### src/esp_pkg.sv
// Shared types and constants for the encoder speed and position unit.
package esp_pkg;

  localparam int unsigned RES_W  = 48;
  localparam int unsigned CNT_W  = 32;
  localparam int unsigned CFG_W  = 16;
  localparam int unsigned DEN_W  = 48;
  localparam int unsigned PMAG_W = 32;

  // Request codes
  localparam logic [1:0] REQ_EDGE  = 2'd0;
  localparam logic [1:0] REQ_SPEED = 2'd1;
  localparam logic [1:0] REQ_POS   = 2'd2;

  // Unit codes
  localparam logic [1:0] MODE_DEG = 2'd0;
  localparam logic [1:0] MODE_RAD = 2'd1;

  // Configuration register indexes
  localparam logic [1:0] CFG_CPR       = 2'd0;
  localparam logic [1:0] CFG_MAX_SPEED = 2'd1;
  localparam logic [1:0] CFG_MAX_STEP  = 2'd2;

  localparam logic [15:0] CPR_RESET       = 16'd1024;
  localparam logic [15:0] MAX_SPEED_RESET = 16'd800;
  localparam logic [15:0] MAX_STEP_RESET  = 16'd100;
  localparam logic [19:0] PERIOD_RESET    = 20'd1000000;

  // Scale constants; 2*pi values carry 16 fraction bits
  localparam logic [28:0] DEG_SPEED_K     = 29'd360000000;
  localparam logic [38:0] RAD_SPEED_K_Q16 = 39'd411774832291;
  localparam logic [18:0] TWO_PI_Q16      = 19'd411775;
  localparam logic [8:0]  DEG_PER_REV     = 9'd360;

  localparam logic [RES_W-1:0] RES_POS_MAX = 48'h7FFF_FFFF_FFFF;
  localparam logic [RES_W-1:0] RES_NEG_MAG = 48'h8000_0000_0000;

  typedef enum logic [1:0] {
    OP_EDGE,
    OP_SPEED,
    OP_POS,
    OP_NONE
  } op_e;

  typedef struct packed {
    logic [CFG_W-1:0] cpr;
    logic [CFG_W-1:0] max_speed;
    logic [CFG_W-1:0] max_step;
  } cfg_t;

  typedef struct packed {
    op_e               op;
    logic [1:0]        mode;
    logic              per_neg;
    logic [PMAG_W-1:0] per_mag;
    logic [CNT_W-1:0]  count;
  } cmd_t;

endpackage

### src/esp_front.sv
// Front end: accepts transactions, tracks edge state and builds commands.
module esp_front #(
  parameter int TIME_BITS = 32
) (
  input  logic          clk_i,
  input  logic          rst_ni,
  input  logic          in_valid_i,
  output logic          in_stall_o,
  input  logic [1:0]    req_type_i,
  input  logic [31:0]   timestamp_us_i,
  input  logic          chb_level_i,
  input  logic [1:0]    unit_mode_i,
  input  logic          full_i,
  output logic          push_o,
  output esp_pkg::cmd_t cmd_o
);
  import esp_pkg::*;

  localparam int PER_W = (TIME_BITS > 20) ? TIME_BITS : 20;

  logic [TIME_BITS-1:0] last_q, last_d;
  logic [PER_W-1:0]     per_mag_q, per_mag_d;
  logic                 per_neg_q, per_neg_d;
  logic [CNT_W-1:0]     count_q, count_d;
  logic [TIME_BITS-1:0] period;
  logic                 accept;
  op_e                  op;

  assign in_stall_o = full_i;
  assign accept     = in_valid_i & ~full_i;
  assign push_o     = accept;
  assign period     = timestamp_us_i[TIME_BITS-1:0] - last_q;

  always_comb begin
    unique case (req_type_i)
      REQ_EDGE:  op = OP_EDGE;
      REQ_SPEED: op = OP_SPEED;
      REQ_POS:   op = OP_POS;
      default:   op = OP_NONE;
    endcase
  end

  always_comb begin
    last_d    = last_q;
    per_mag_d = per_mag_q;
    per_neg_d = per_neg_q;
    count_d   = count_q;
    if (accept && op == OP_EDGE) begin
      last_d    = timestamp_us_i[TIME_BITS-1:0];
      per_mag_d = PER_W'(period);
      // a zero period stays positive
      per_neg_d = ~chb_level_i & (period != '0);
      count_d   = chb_level_i ? count_q + 1'b1 : count_q - 1'b1;
    end
  end

  always_ff @(posedge clk_i or negedge rst_ni) begin
    if (!rst_ni) begin
      last_q    <= '0;
      per_mag_q <= PER_W'(PERIOD_RESET);
      per_neg_q <= 1'b0;
      count_q   <= '0;
    end else begin
      last_q    <= last_d;
      per_mag_q <= per_mag_d;
      per_neg_q <= per_neg_d;
      count_q   <= count_d;
    end
  end

  always_comb begin
    cmd_o.op      = op;
    cmd_o.mode    = unit_mode_i;
    cmd_o.per_neg = per_neg_d;
    cmd_o.per_mag = PMAG_W'(per_mag_d);
    cmd_o.count   = count_d;
  end

endmodule

### src/esp_fifo.sv
// Short command queue between the front end and the execution back end.
module esp_fifo #(
  parameter int WIDTH = 8,
  parameter int DEPTH = 2
) (
  input  logic             clk_i,
  input  logic             rst_ni,
  input  logic             push_i,
  input  logic [WIDTH-1:0] wdata_i,
  output logic             full_o,
  input  logic             pop_i,
  output logic [WIDTH-1:0] rdata_o,
  output logic             empty_o
);
  localparam int PTR_W = (DEPTH > 1) ? $clog2(DEPTH) : 1;

  logic [WIDTH-1:0] mem_q [DEPTH];
  logic [PTR_W-1:0] wr_q, rd_q;
  logic [PTR_W:0]   cnt_q;
  logic             do_push, do_pop;

  assign full_o  = (cnt_q == (PTR_W+1)'(DEPTH));
  assign empty_o = (cnt_q == '0);
  assign do_push = push_i & ~full_o;
  assign do_pop  = pop_i & ~empty_o;
  assign rdata_o = mem_q[rd_q];

  always_ff @(posedge clk_i) begin
    if (do_push) begin
      mem_q[wr_q] <= wdata_i;
    end
  end

  always_ff @(posedge clk_i or negedge rst_ni) begin
    if (!rst_ni) begin
      wr_q  <= '0;
      rd_q  <= '0;
      cnt_q <= '0;
    end else begin
      if (do_push) begin
        wr_q <= (wr_q == PTR_W'(DEPTH - 1)) ? '0 : wr_q + 1'b1;
      end
      if (do_pop) begin
        rd_q <= (rd_q == PTR_W'(DEPTH - 1)) ? '0 : rd_q + 1'b1;
      end
      if (do_push && !do_pop) begin
        cnt_q <= cnt_q + 1'b1;
      end else if (do_pop && !do_push) begin
        cnt_q <= cnt_q - 1'b1;
      end
    end
  end

endmodule

### src/esp_div.sv
// Restoring divider, one quotient bit per cycle.
module esp_div #(
  parameter int NUM_W = 50,
  parameter int DEN_W = 48
) (
  input  logic             clk_i,
  input  logic             rst_ni,
  input  logic             start_i,
  input  logic [NUM_W-1:0] num_i,
  input  logic [DEN_W-1:0] den_i,
  output logic             busy_o,
  output logic [NUM_W-1:0] quo_o
);
  localparam int CNT_W = $clog2(NUM_W + 1);

  logic [DEN_W-1:0] rem_q, den_q;
  logic [NUM_W-1:0] quo_q;
  logic [CNT_W-1:0] cnt_q;
  logic             busy_q;
  logic [DEN_W:0]   rem_sh, diff;
  logic             fits;

  assign rem_sh = {rem_q, quo_q[NUM_W-1]};
  assign diff   = rem_sh - {1'b0, den_q};
  assign fits   = ~diff[DEN_W];
  assign busy_o = busy_q;
  assign quo_o  = quo_q;

  always_ff @(posedge clk_i) begin
    if (start_i) begin
      rem_q <= '0;
      quo_q <= num_i;
      den_q <= den_i;
    end else if (busy_q) begin
      rem_q <= fits ? diff[DEN_W-1:0] : rem_sh[DEN_W-1:0];
      quo_q <= {quo_q[NUM_W-2:0], fits};
    end
  end

  always_ff @(posedge clk_i or negedge rst_ni) begin
    if (!rst_ni) begin
      busy_q <= 1'b0;
      cnt_q  <= '0;
    end else if (start_i) begin
      busy_q <= 1'b1;
      cnt_q  <= CNT_W'(NUM_W);
    end else if (busy_q) begin
      cnt_q <= cnt_q - 1'b1;
      if (cnt_q == CNT_W'(1)) begin
        busy_q <= 1'b0;
      end
    end
  end

endmodule

### src/esp_back.sv
// Back end: scales, divides and saturates, limits degree speed, then holds the result.
module esp_back #(
  parameter int FRAC_BITS = 8
) (
  input  logic                        clk_i,
  input  logic                        rst_ni,
  input  esp_pkg::cmd_t               cmd_i,
  input  logic                        empty_i,
  output logic                        pop_o,
  input  esp_pkg::cfg_t               cfg_i,
  output logic                        out_valid_o,
  input  logic                        out_stall_i,
  output logic [esp_pkg::RES_W-1:0]   result_value_o,
  output logic [esp_pkg::CNT_W-1:0]   count_now_o
);
  import esp_pkg::*;

  localparam int NUM_W      = (40 + FRAC_BITS > 50) ? 40 + FRAC_BITS : 50;
  localparam int POS_RAD_SH = 16 - FRAC_BITS;

  typedef enum logic [2:0] {
    S_IDLE,
    S_MUL,
    S_DIV,
    S_FIN,
    S_LIM1,
    S_LIM2,
    S_OUT
  } state_e;

  state_e           state_q;
  cmd_t             cmd_q;
  logic [RES_W-1:0] vel_q, prev_q;
  logic             out_valid_q;
  logic [RES_W-1:0] out_res_q;
  logic [CNT_W-1:0] out_cnt_q;

  logic             is_speed, is_rad, cnt_neg, neg, den_zero, live;
  logic [CNT_W-1:0] cmag;
  logic [DEN_W-1:0] spd_den, div_den;
  logic [39:0]      pos_deg_prod;
  logic [49:0]      pos_rad_prod;
  logic [NUM_W-1:0] div_num, div_quo, q_sh;
  logic             div_start, div_busy;
  logic [RES_W-1:0] lim48, mag48, vel_fin;
  logic             sat;
  logic [RES_W-1:0] vel_abs, spd_lim;
  logic [RES_W:0]   vdiff, vdiff_abs, step_lim;
  logic             out_free;

  assign is_speed = (cmd_q.op == OP_SPEED);
  assign is_rad   = (cmd_q.mode == MODE_RAD);
  assign cnt_neg  = cmd_q.count[CNT_W-1];
  assign cmag     = cnt_neg ? -cmd_q.count : cmd_q.count;
  assign neg      = is_speed ? cmd_q.per_neg : cnt_neg;
  assign den_zero = (cfg_i.cpr == '0) || (is_speed && cmd_q.per_mag == '0);

  // commands that reach the divider
  assign live = ((cmd_i.op == OP_SPEED) || (cmd_i.op == OP_POS)) &&
                ((cmd_i.mode == MODE_DEG) || (cmd_i.mode == MODE_RAD));

  assign spd_den      = cfg_i.cpr * cmd_q.per_mag;
  assign pos_deg_prod = cmag * DEG_PER_REV;
  assign pos_rad_prod = cmag * TWO_PI_Q16;

  always_comb begin
    if (is_speed) begin
      div_den = spd_den;
      div_num = is_rad ? NUM_W'(RAD_SPEED_K_Q16) << FRAC_BITS
                       : NUM_W'(DEG_SPEED_K) << FRAC_BITS;
    end else begin
      div_den = DEN_W'(cfg_i.cpr);
      div_num = is_rad ? NUM_W'(pos_rad_prod)
                       : NUM_W'(pos_deg_prod) << FRAC_BITS;
    end
  end

  assign div_start = (state_q == S_MUL);

  esp_div #(
    .NUM_W (NUM_W),
    .DEN_W (DEN_W)
  ) u_div (
    .clk_i   (clk_i),
    .rst_ni  (rst_ni),
    .start_i (div_start),
    .num_i   (div_num),
    .den_i   (div_den),
    .busy_o  (div_busy),
    .quo_o   (div_quo)
  );

  // drop the 2*pi fraction bits, then saturate and apply the sign
  always_comb begin
    if (is_rad && is_speed) begin
      q_sh = div_quo >> 16;
    end else if (is_rad) begin
      q_sh = div_quo >> POS_RAD_SH;
    end else begin
      q_sh = div_quo;
    end
    lim48   = neg ? RES_NEG_MAG : RES_POS_MAX;
    sat     = den_zero || (q_sh > NUM_W'(lim48));
    mag48   = sat ? lim48 : q_sh[RES_W-1:0];
    vel_fin = neg ? -mag48 : mag48;
  end

  assign vel_abs   = vel_q[RES_W-1] ? -vel_q : vel_q;
  assign spd_lim   = RES_W'(cfg_i.max_speed) << FRAC_BITS;
  assign vdiff     = {vel_q[RES_W-1], vel_q} - {prev_q[RES_W-1], prev_q};
  assign vdiff_abs = vdiff[RES_W] ? -vdiff : vdiff;
  assign step_lim  = (RES_W+1)'(cfg_i.max_step) << FRAC_BITS;

  assign out_free = ~out_valid_q | ~out_stall_i;
  assign pop_o    = (state_q == S_IDLE) & ~empty_i;

  always_ff @(posedge clk_i or negedge rst_ni) begin
    if (!rst_ni) begin
      state_q     <= S_IDLE;
      cmd_q       <= '0;
      vel_q       <= '0;
      prev_q      <= '0;
      out_valid_q <= 1'b0;
      out_res_q   <= '0;
      out_cnt_q   <= '0;
    end else begin
      if (state_q == S_OUT && out_free) begin
        out_valid_q <= 1'b1;
      end else if (out_valid_q && !out_stall_i) begin
        out_valid_q <= 1'b0;
      end
      unique case (state_q)
        S_IDLE: begin
          if (!empty_i) begin
            cmd_q <= cmd_i;
            if (live) begin
              state_q <= S_MUL;
            end else begin
              vel_q <= '0;
              if (cmd_i.op == OP_SPEED) begin
                prev_q <= '0;
              end
              state_q <= S_OUT;
            end
          end
        end
        S_MUL: begin
          state_q <= S_DIV;
        end
        S_DIV: begin
          if (!div_busy) begin
            state_q <= S_FIN;
          end
        end
        S_FIN: begin
          vel_q <= vel_fin;
          if (is_speed && !is_rad) begin
            state_q <= S_LIM1;
          end else begin
            if (is_speed) begin
              prev_q <= vel_fin;
            end
            state_q <= S_OUT;
          end
        end
        S_LIM1: begin
          // hold the previous speed when the magnitude is out of range
          if (vel_abs > spd_lim) begin
            vel_q <= prev_q;
          end
          state_q <= S_LIM2;
        end
        S_LIM2: begin
          if (vdiff_abs > step_lim) begin
            vel_q <= prev_q;
          end else begin
            prev_q <= vel_q;
          end
          state_q <= S_OUT;
        end
        S_OUT: begin
          if (out_free) begin
            out_res_q <= vel_q;
            out_cnt_q <= cmd_q.count;
            state_q   <= S_IDLE;
          end
        end
        default: begin
          state_q <= S_IDLE;
        end
      endcase
    end
  end

  assign out_valid_o    = out_valid_q;
  assign result_value_o = out_res_q;
  assign count_now_o    = out_cnt_q;

endmodule

### src/encoder_speed_position.sv
// Encoder speed and position unit: configuration, front end, queue and back end.
// Edge events, unused requests and unknown modes skip the divider and go straight to the output state.
// Speed and position queries run the one-bit-per-cycle divider with NUM_W = max(40 + FRAC_BITS, 50);
// degree speed then also passes through the limit states S_LIM1 and S_LIM2.
// Throughput: one transaction per back-end pass; a two-entry queue lets the front keep accepting until it fills.
// Reset: asynchronous, active low; counts_per_rev 1024, limits 800 and 100, period 1000000.
module encoder_speed_position #(
  parameter int TIME_BITS = 32,
  parameter int FRAC_BITS = 8
) (
  input  logic                             clk_i,
  input  logic                             rst_ni,
  input  logic                             cfg_we_i,
  input  logic [1:0]                       cfg_idx_i,
  input  logic [esp_pkg::CFG_W-1:0]        cfg_wdata_i,
  input  logic                             in_valid_i,
  output logic                             in_stall_o,
  input  logic [1:0]                       req_type_i,
  input  logic [31:0]                      timestamp_us_i,
  input  logic                             chb_level_i,
  input  logic [1:0]                       unit_mode_i,
  output logic                             out_valid_o,
  input  logic                             out_stall_i,
  output logic signed [esp_pkg::RES_W-1:0] result_value_o,
  output logic signed [esp_pkg::CNT_W-1:0] count_now_o
);
  import esp_pkg::*;

  localparam int CMD_W = $bits(cmd_t);

  cfg_t             cfg_q;
  cmd_t             front_cmd;
  logic [CMD_W-1:0] fifo_rdata;
  logic             push, full, pop, empty;
  logic [RES_W-1:0] res_bits;
  logic [CNT_W-1:0] cnt_bits;

  always_ff @(posedge clk_i or negedge rst_ni) begin
    if (!rst_ni) begin
      cfg_q.cpr       <= CPR_RESET;
      cfg_q.max_speed <= MAX_SPEED_RESET;
      cfg_q.max_step  <= MAX_STEP_RESET;
    end else if (cfg_we_i) begin
      unique case (cfg_idx_i)
        CFG_CPR:       cfg_q.cpr       <= cfg_wdata_i;
        CFG_MAX_SPEED: cfg_q.max_speed <= cfg_wdata_i;
        CFG_MAX_STEP:  cfg_q.max_step  <= cfg_wdata_i;
        default: ;
      endcase
    end
  end

  esp_front #(
    .TIME_BITS (TIME_BITS)
  ) u_front (
    .clk_i          (clk_i),
    .rst_ni         (rst_ni),
    .in_valid_i     (in_valid_i),
    .in_stall_o     (in_stall_o),
    .req_type_i     (req_type_i),
    .timestamp_us_i (timestamp_us_i),
    .chb_level_i    (chb_level_i),
    .unit_mode_i    (unit_mode_i),
    .full_i         (full),
    .push_o         (push),
    .cmd_o          (front_cmd)
  );

  esp_fifo #(
    .WIDTH (CMD_W),
    .DEPTH (2)
  ) u_fifo (
    .clk_i   (clk_i),
    .rst_ni  (rst_ni),
    .push_i  (push),
    .wdata_i (front_cmd),
    .full_o  (full),
    .pop_i   (pop),
    .rdata_o (fifo_rdata),
    .empty_o (empty)
  );

  esp_back #(
    .FRAC_BITS (FRAC_BITS)
  ) u_back (
    .clk_i          (clk_i),
    .rst_ni         (rst_ni),
    .cmd_i          (cmd_t'(fifo_rdata)),
    .empty_i        (empty),
    .pop_o          (pop),
    .cfg_i          (cfg_q),
    .out_valid_o    (out_valid_o),
    .out_stall_i    (out_stall_i),
    .result_value_o (res_bits),
    .count_now_o    (cnt_bits)
  );

  assign result_value_o = signed'(res_bits);
  assign count_now_o    = signed'(cnt_bits);

endmodule

### config.mk
export PLATFORM = sky130hd
export DESIGN_NAME = encoder_speed_position
export DESIGN_NICKNAME = d
export VERILOG_FILES = /design/src/esp_pkg.sv /design/src/esp_front.sv /design/src/esp_fifo.sv /design/src/esp_div.sv /design/src/esp_back.sv /design/src/encoder_speed_position.sv
export SDC_FILE = /design/constraint.sdc
export NUM_CORES = 2
export LEC_CHECK = 0
export ABC_AREA = 1
export ABC_CLOCK_PERIOD_IN_PS = 10100
export BUFFER_PORTS_ARGS = -buffer_cell sky130_fd_sc_hd__buf_2
export CORE_MARGIN = 1
export CORE_UTILIZATION = 66
export DETAILED_ROUTE_END_ITERATION = 16
export PLACE_DENSITY = 0.93
export SLEW_MARGIN = 20
export SYNTH_ARGS = -nofsm -noshare
export SYNTH_HDL_FRONTEND = slang
export SYNTH_SLANG_ARGS = --single-unit
### constraint.sdc
create_clock -name clk_i -period 10.1 [get_ports clk_i]
set_clock_uncertainty 0.15 [all_clocks]
set_input_delay 1.515 -clock clk_i [delete_from_list [all_inputs] [get_ports clk_i]]
set_output_delay 1.515 -clock clk_i [all_outputs]
set_load 0.005 [all_outputs]
After elaboration in Yosys (flattened, before gate mapping)
Memories as Yosys holds them, arrays and structs flattened.
Index checks and enable logic that the tools add are counted.
Storage, ports and cells
  bits in writable memories: 138
  bits in read-only memories: 0
  flip-flop bits (word level): 551
  memories kept: 1
  input port bits: 60
  bits in latches: 0
Cells by class
  divide/modulo/power cells: 0
  bitwise logic cells: 12
  shift operators: 0
  muxes and demuxes: 51
  $mul: 3
  $add $sub $neg: 14
  eq/ne operators: 25
  reduce and logical (&&, ||, !) cells: 39
  order comparisons: 3
Memories
  u_fifo.mem_q: words 2, bits a word 69, rd ports 1, clocked after Yosys merged registers in 0, write ports 1, RTL line esp_fifo.sv:17  | logic [WIDTH-1:0] mem_q [DEPTH];
Operator list (count)
  $mux W48: 14
  $mux W50: 6
  $pmux W48 S4: 1
  $pmux W48 S3: 1
  $mux W32: 4
  $neg A48 Y48: 2
  $gt A50 B48 Y1: 1
  $mul A32 B19 Y50 const B: 1
  $gt A49 B24 Y1: 1
  $mux W49: 1
  $neg A49 Y49: 1
  $sub A48 B48 Y49: 1
  $sub A49 B48 Y49: 1
  $gt A48 B24 Y1: 1
  $mul A16 B32 Y48: 1
  $mux W47: 1
  $mul A32 B6 Y37 const B: 1
  $add A32 B1 Y32 const B: 1
  $logic_not A32 Y1: 1
  $neg A32 Y32: 1
  $reduce_bool A32 Y1: 1
  $sub A32 B1 Y32 const B: 1
  $sub A32 B32 Y32: 1
  $pmux W3 S7: 1
  34 further kinds: 101

Logic depth before layout (Yosys ltp)
  depth in word-level cells: 11
  depth in mapped cells: 47

By module
Synthesis repeated with hierarchy kept, for this count alone.
Second synthesis, totals
  cells, all modules: 11352
  area, all modules: 80419.6 um^2
Modules (own cells, without submodules)
  esp_back: instances 1, sequential area each 6231.0 um^2, cells each 7897, area an instance 54519.8 um^2
  esp_div: instances 1, sequential area each 4078.9 um^2, cells each 1616, area an instance 10546.4 um^2
  esp_front: instances 1, sequential area each 2436.1 um^2, cells each 1233, area an instance 8044.0 um^2
  esp_fifo: instances 1, sequential area each 4244.1 um^2, cells each 392, area an instance 5256.3 um^2
  encoder_speed_position: instances 1, sequential area each 1209.9 um^2, cells each 214, area an instance 2053.2 um^2

Least setup slack after synthesis
OpenSTA, ideal clock, no wires.
  path kind: reg-to-reg
  start: register u_back.cmd_q[0] (netlist name)
  end: register u_back.u_div.quo_q[46] (netlist: u_back.u_div.quo_o[46]), data pin
  data arrival time: 7457 ps
  required time: 9614 ps
  stages on the path, launching flop included: 40
  setup slack: 2156 ps
  clock period less this slack: 7944 ps
  cells stage by stage: dfrtp_1 inv_2 nand3_1 nor3_1 inv_1 nor3_1 nand3_1 nor3_2 nand2_1 nor3_2 nand3_1 nand2_1 o21ai_0 xor2_1 inv_1 fa_1 inv_1 fa_1 (+4 left out) fa_1 inv_1 fa_1 inv_1 ha_1 nand2_1 nor2_1 inv_1 nor4_1 nand3_1 nand3_1 nand3_1 nand3_1 a21oi_1 o21ai_0 nand3_1 nand2_1 o21ai_0
Between the ends
  word-level cells in the longest chain between the ends: 6
Ends and longest elaborated chain
  from (decl): RTL line esp_back.sv:32  | cmd_t cmd_q;
  from (signal assigned): RTL line esp_back.sv:135  | cmd_q <= cmd_i;
  $neg A32 Y32: RTL line esp_back.sv:54  | assign cmag = cnt_neg ? -cmd_q.count : cmd_q.count;
  $mux W32 *: RTL line esp_back.sv:54
  $mul A32 B6 Y37 / $mul A32 B19 Y50 (equally long branches): RTL line esp_back.sv:63, esp_back.sv:64
  $mux W50 *: RTL line esp_back.sv:73  | div_num = is_rad ? NUM_W'(pos_rad_prod)
  $mux W50 *: RTL line esp_back.sv:67  | if (is_speed) begin
  $mux W50 *: RTL line esp_div.sv:30  | if (start_i) begin
  to (signal assigned): RTL line esp_div.sv:32  | quo_q <= num_i;
  to (signal assigned): RTL line esp_div.sv:36  | quo_q <= {quo_q[NUM_W-2:0], fits};
  to (decl): RTL line esp_div.sv:17  | logic [NUM_W-1:0] quo_q;
Every way passes the cells marked *; elsewhere a longest branch is shown, timed or not.
A chain may end at the register's enable or synchronous reset.

Final worst setup path
  start: register u_back.cmd_q[0] (netlist name)
  end: register u_back.u_div.quo_q[40] (netlist: u_back.u_div.quo_o[40]), data pin
Same word-level chain as after synthesis.

==> results.tsv <==
stage	metric	value	unit
die	core-area	113000	um^2
critical_path	crit_path_top_delay_cell	dfrtp_1	
clock_tree	root_buffer	clkbuf_16	
synthesis	yosys.cell_count.top_type	nand2_1	
clock_tree	clk_latency	0.71	ns
global_routing	grt_pass1_vias	70700	
synthesis	seq_area_frac_synth	24.0	%
clock_tree	cts_setup_buffers	0	
sta	worst_pin_slew	1.08	ns
critical_path	cp_max_fo	9	
global_routing	grt_pass1_wl	373	mm
critical_path	worst_setup_path_start_kind	flop	
global_routing	grt_max_degree	176	
sta	relSlewSlack	27.8	%
synthesis	synth_area	75800	um^2
die	dieArea	116000	um^2
die	rows	123	
synthesis	synth_area_leaders	fa_1 17%, nand2_1 13%, dfrtp_1 13%	
placed_design	hpwl	181	mm
clock_tree	cts.htree.levels	3	
die	dieWidth	341	um
critical_path	arrival	9.40	ns
sta	period_share	90.5	%
route	drcViolationCount	0	
clock_tree	clkSlewWorstSetupHoldPaths	0.07	ns
finish	area_growth	6.24	%
sta	slew_violations	0	
synthesis	ys.flop_type	dfrtp_1	
critical_path	cp-end-kind	flop	
critical_path	rrSetupSlack	0.96	ns
clock_tree	hold_buffers	0	
finish	fin_nets	11500	
synthesis	synth-edff-count	236	
synthesis	yosys.area.top_type	fa_1	
route	via_per_inst	6.04	
synthesis	synth_cell_types	68	
clock_tree	cts_resized	0	
die	start_util	67.0	%
synthesis	async_flop_share	58.8	%
run	drv_cap	0	
min_path	hp-class	flop to flop	
placed_design	port_buffers	141	
critical_path	critPathKind	flop to flop	
route	drtIter0Drc	7710	
synthesis	yosysWarnings	0	
critical_path	critPathRequiredTime	10.36	ns
synthesis	synth_top_area_share	17.0	%
global_routing	grt_usage	40.7	%
route	wirelength	237	mm
die	die_y	341	um
global_routing	grt_antenna_before_repair	8	
global_routing	grt.overflow.total	0	
sta	rsz0062_at_grt	no	
sta	hold_violations	0	
synthesis	synth_fp_nets	11500	
synthesis	avgSynthCellArea	7.46	um^2
finish	drive_above_1_share	4.69	%
placed_design	dp.cells	11500	
outcome	status	complete, no violations	
clock_tree	clock-sinks	689	
sta	tns	0	ns
synthesis	synth_common_cells	2624 x nand2_1, 1907 x inv_1, 746 x nor2_1	
synthesis	synthCells	10200	
synthesis	synth_seq_cells	689	
route	num_vias	70600	
critical_path	cpMostUsedCell	inv_1	
route	drtAntennaViolNets	0	
die	num_io_pins	142	
placed_design	gp_congestion	1.02	
sta	setup_viol	0	
sta	fin_crit	9.14	ns
clock_tree	tritoncts	done	
finish	final_cells	11700	
clock_tree	cts_buffers	76	
finish	n_fill_cell	8689	
critical_path	crit_path_max_incr_delay	0.56	ns
clock_tree	clockBufferDepth	3	
route	drtPass1Iterations	10	
sta	max_freq	0.109	GHz
route	wire_per_inst	20.3	um
## worst paths after layout
check	to	startpoint	cells past startpoint
worst max-delay path	u_back.u_div.quo_o[40]	u_back.cmd_q[0]	41
worst min-delay path	u_back.u_div.rem_q[40]	u_back.u_div.rem_q[40]	2
worst max register to register	u_back.u_div.quo_o[40]	u_back.cmd_q[0]	41
worst min register to register	u_back.u_div.rem_q[40]	u_back.u_div.rem_q[40]	2
max in group asynchronous	cfg_q[11]	rst_ni	2
min in group asynchronous	u_back.cmd_q[0]	rst_ni	1
## layout by cell type (no fill, tap or decap), types with 140 or more instances in the layout
cell type | synthesis | layout
nand2_1 | 2624 | 2621
inv_1 | 1907 | 1903
nor2_1 | 746 | 736
ha_1 | 648 | 648
fa_1 | 644 | 644
o21ai_0 | 495 | 494
a21oi_1 | 485 | 485
nand3_1 | 448 | 448
dfrtp_1 | 391 | 390
edfxtp_1 | 236 | 236
xor2_1 | 205 | 205
buf_2 | 40 | 140
## routing by layer
| layer | global-route usage [%] | up-vias | wire length, um |
|---|---|---|---|
| li1 | - | 32100 | - |
| met4 | 22.6 | 6 | 15100 |
| met1 | 49.7 | 33200 | 87900 |
| met5 | 0 | - | 48 |
| met2 | 67.4 | 4188 | 110000 |
| met3 | 8.37 | 1097 | 23900 |
## layout make-up
type                       instances  area (um^2)  area share [%]
clock inverter                    44          586           0.727
timing repair buffer             239         1460            1.82
sequential                       689        18200            22.6
inverter                        1925         7230            8.97
clock buffer                      96         2090            2.59
tap                             1500         1880            2.33
multi-input combinational       7191        49100            60.9
antenna                            7         17.5          0.0217
## metrics by stage
stage / hold WS [ns] / area (um^2) / utilization (%) / setup WS (ns)
6_report: 0.325 / 80500 / 71.2 / 0.958
5_1_grt: 0.339 / 80500 / 71.2 / 0.194
4_1_cts: 0.326 / 80500 / 71.2 / 1.11
3_5_place_dp: 0.317 / 77800 / 68.8 / 1.16
3_3_place_gp: 0.310 / 77800 / 68.8 / 1.27
2_1_floorplan: 0.294 / 75800 / - / 2.16
## worst max-delay path: cells and delay by family, from the launching register on
kind / cells / cell delay (ns)
AND/OR/NAND/NOR: 15 / 2.28
buffers and inverters: 8 / 0.87
XOR/XNOR: 2 / 0.57
AO/OA/AOI/OAI: 10 / 1.71
adder cells (fa/ha/maj): 6 / 2.68
flip-flops: 1 / 0.56
## flip-flops by register name (all words and copies together), names as in the netlist, 48 cells and up
register / cells
u_fifo.mem_q: 138
u_back.result_value_o: 48
u_back.u_div.rem_q: 48
u_back.u_div.den_q: 48
u_back.prev_q: 48
u_back.u_div.quo_o: 50
u_back.cmd_q: 69
cfg_q: 48
u_back.vel_q: 48
## logic make-up (layout without fill, tap and decap cells)
group	after synthesis	after routing	share of synthesized area (%)
AOI/OAI and AO/OA	1462	1462	11.1
xor gates and xnor gates	298	298	3.47
adders and majority gates	1292	1292	27.7
buffers and inverters	2281	2304	11.4
DFF	689	689	24.0
muxes	3	3	0.0413
other	0	7	0
and+or+nand+nor	4136	4136	22.3
Power is left out: the tool's default activity adds up to more than one toggle a clock period on the data nets, which glitch-free logic cannot reach.
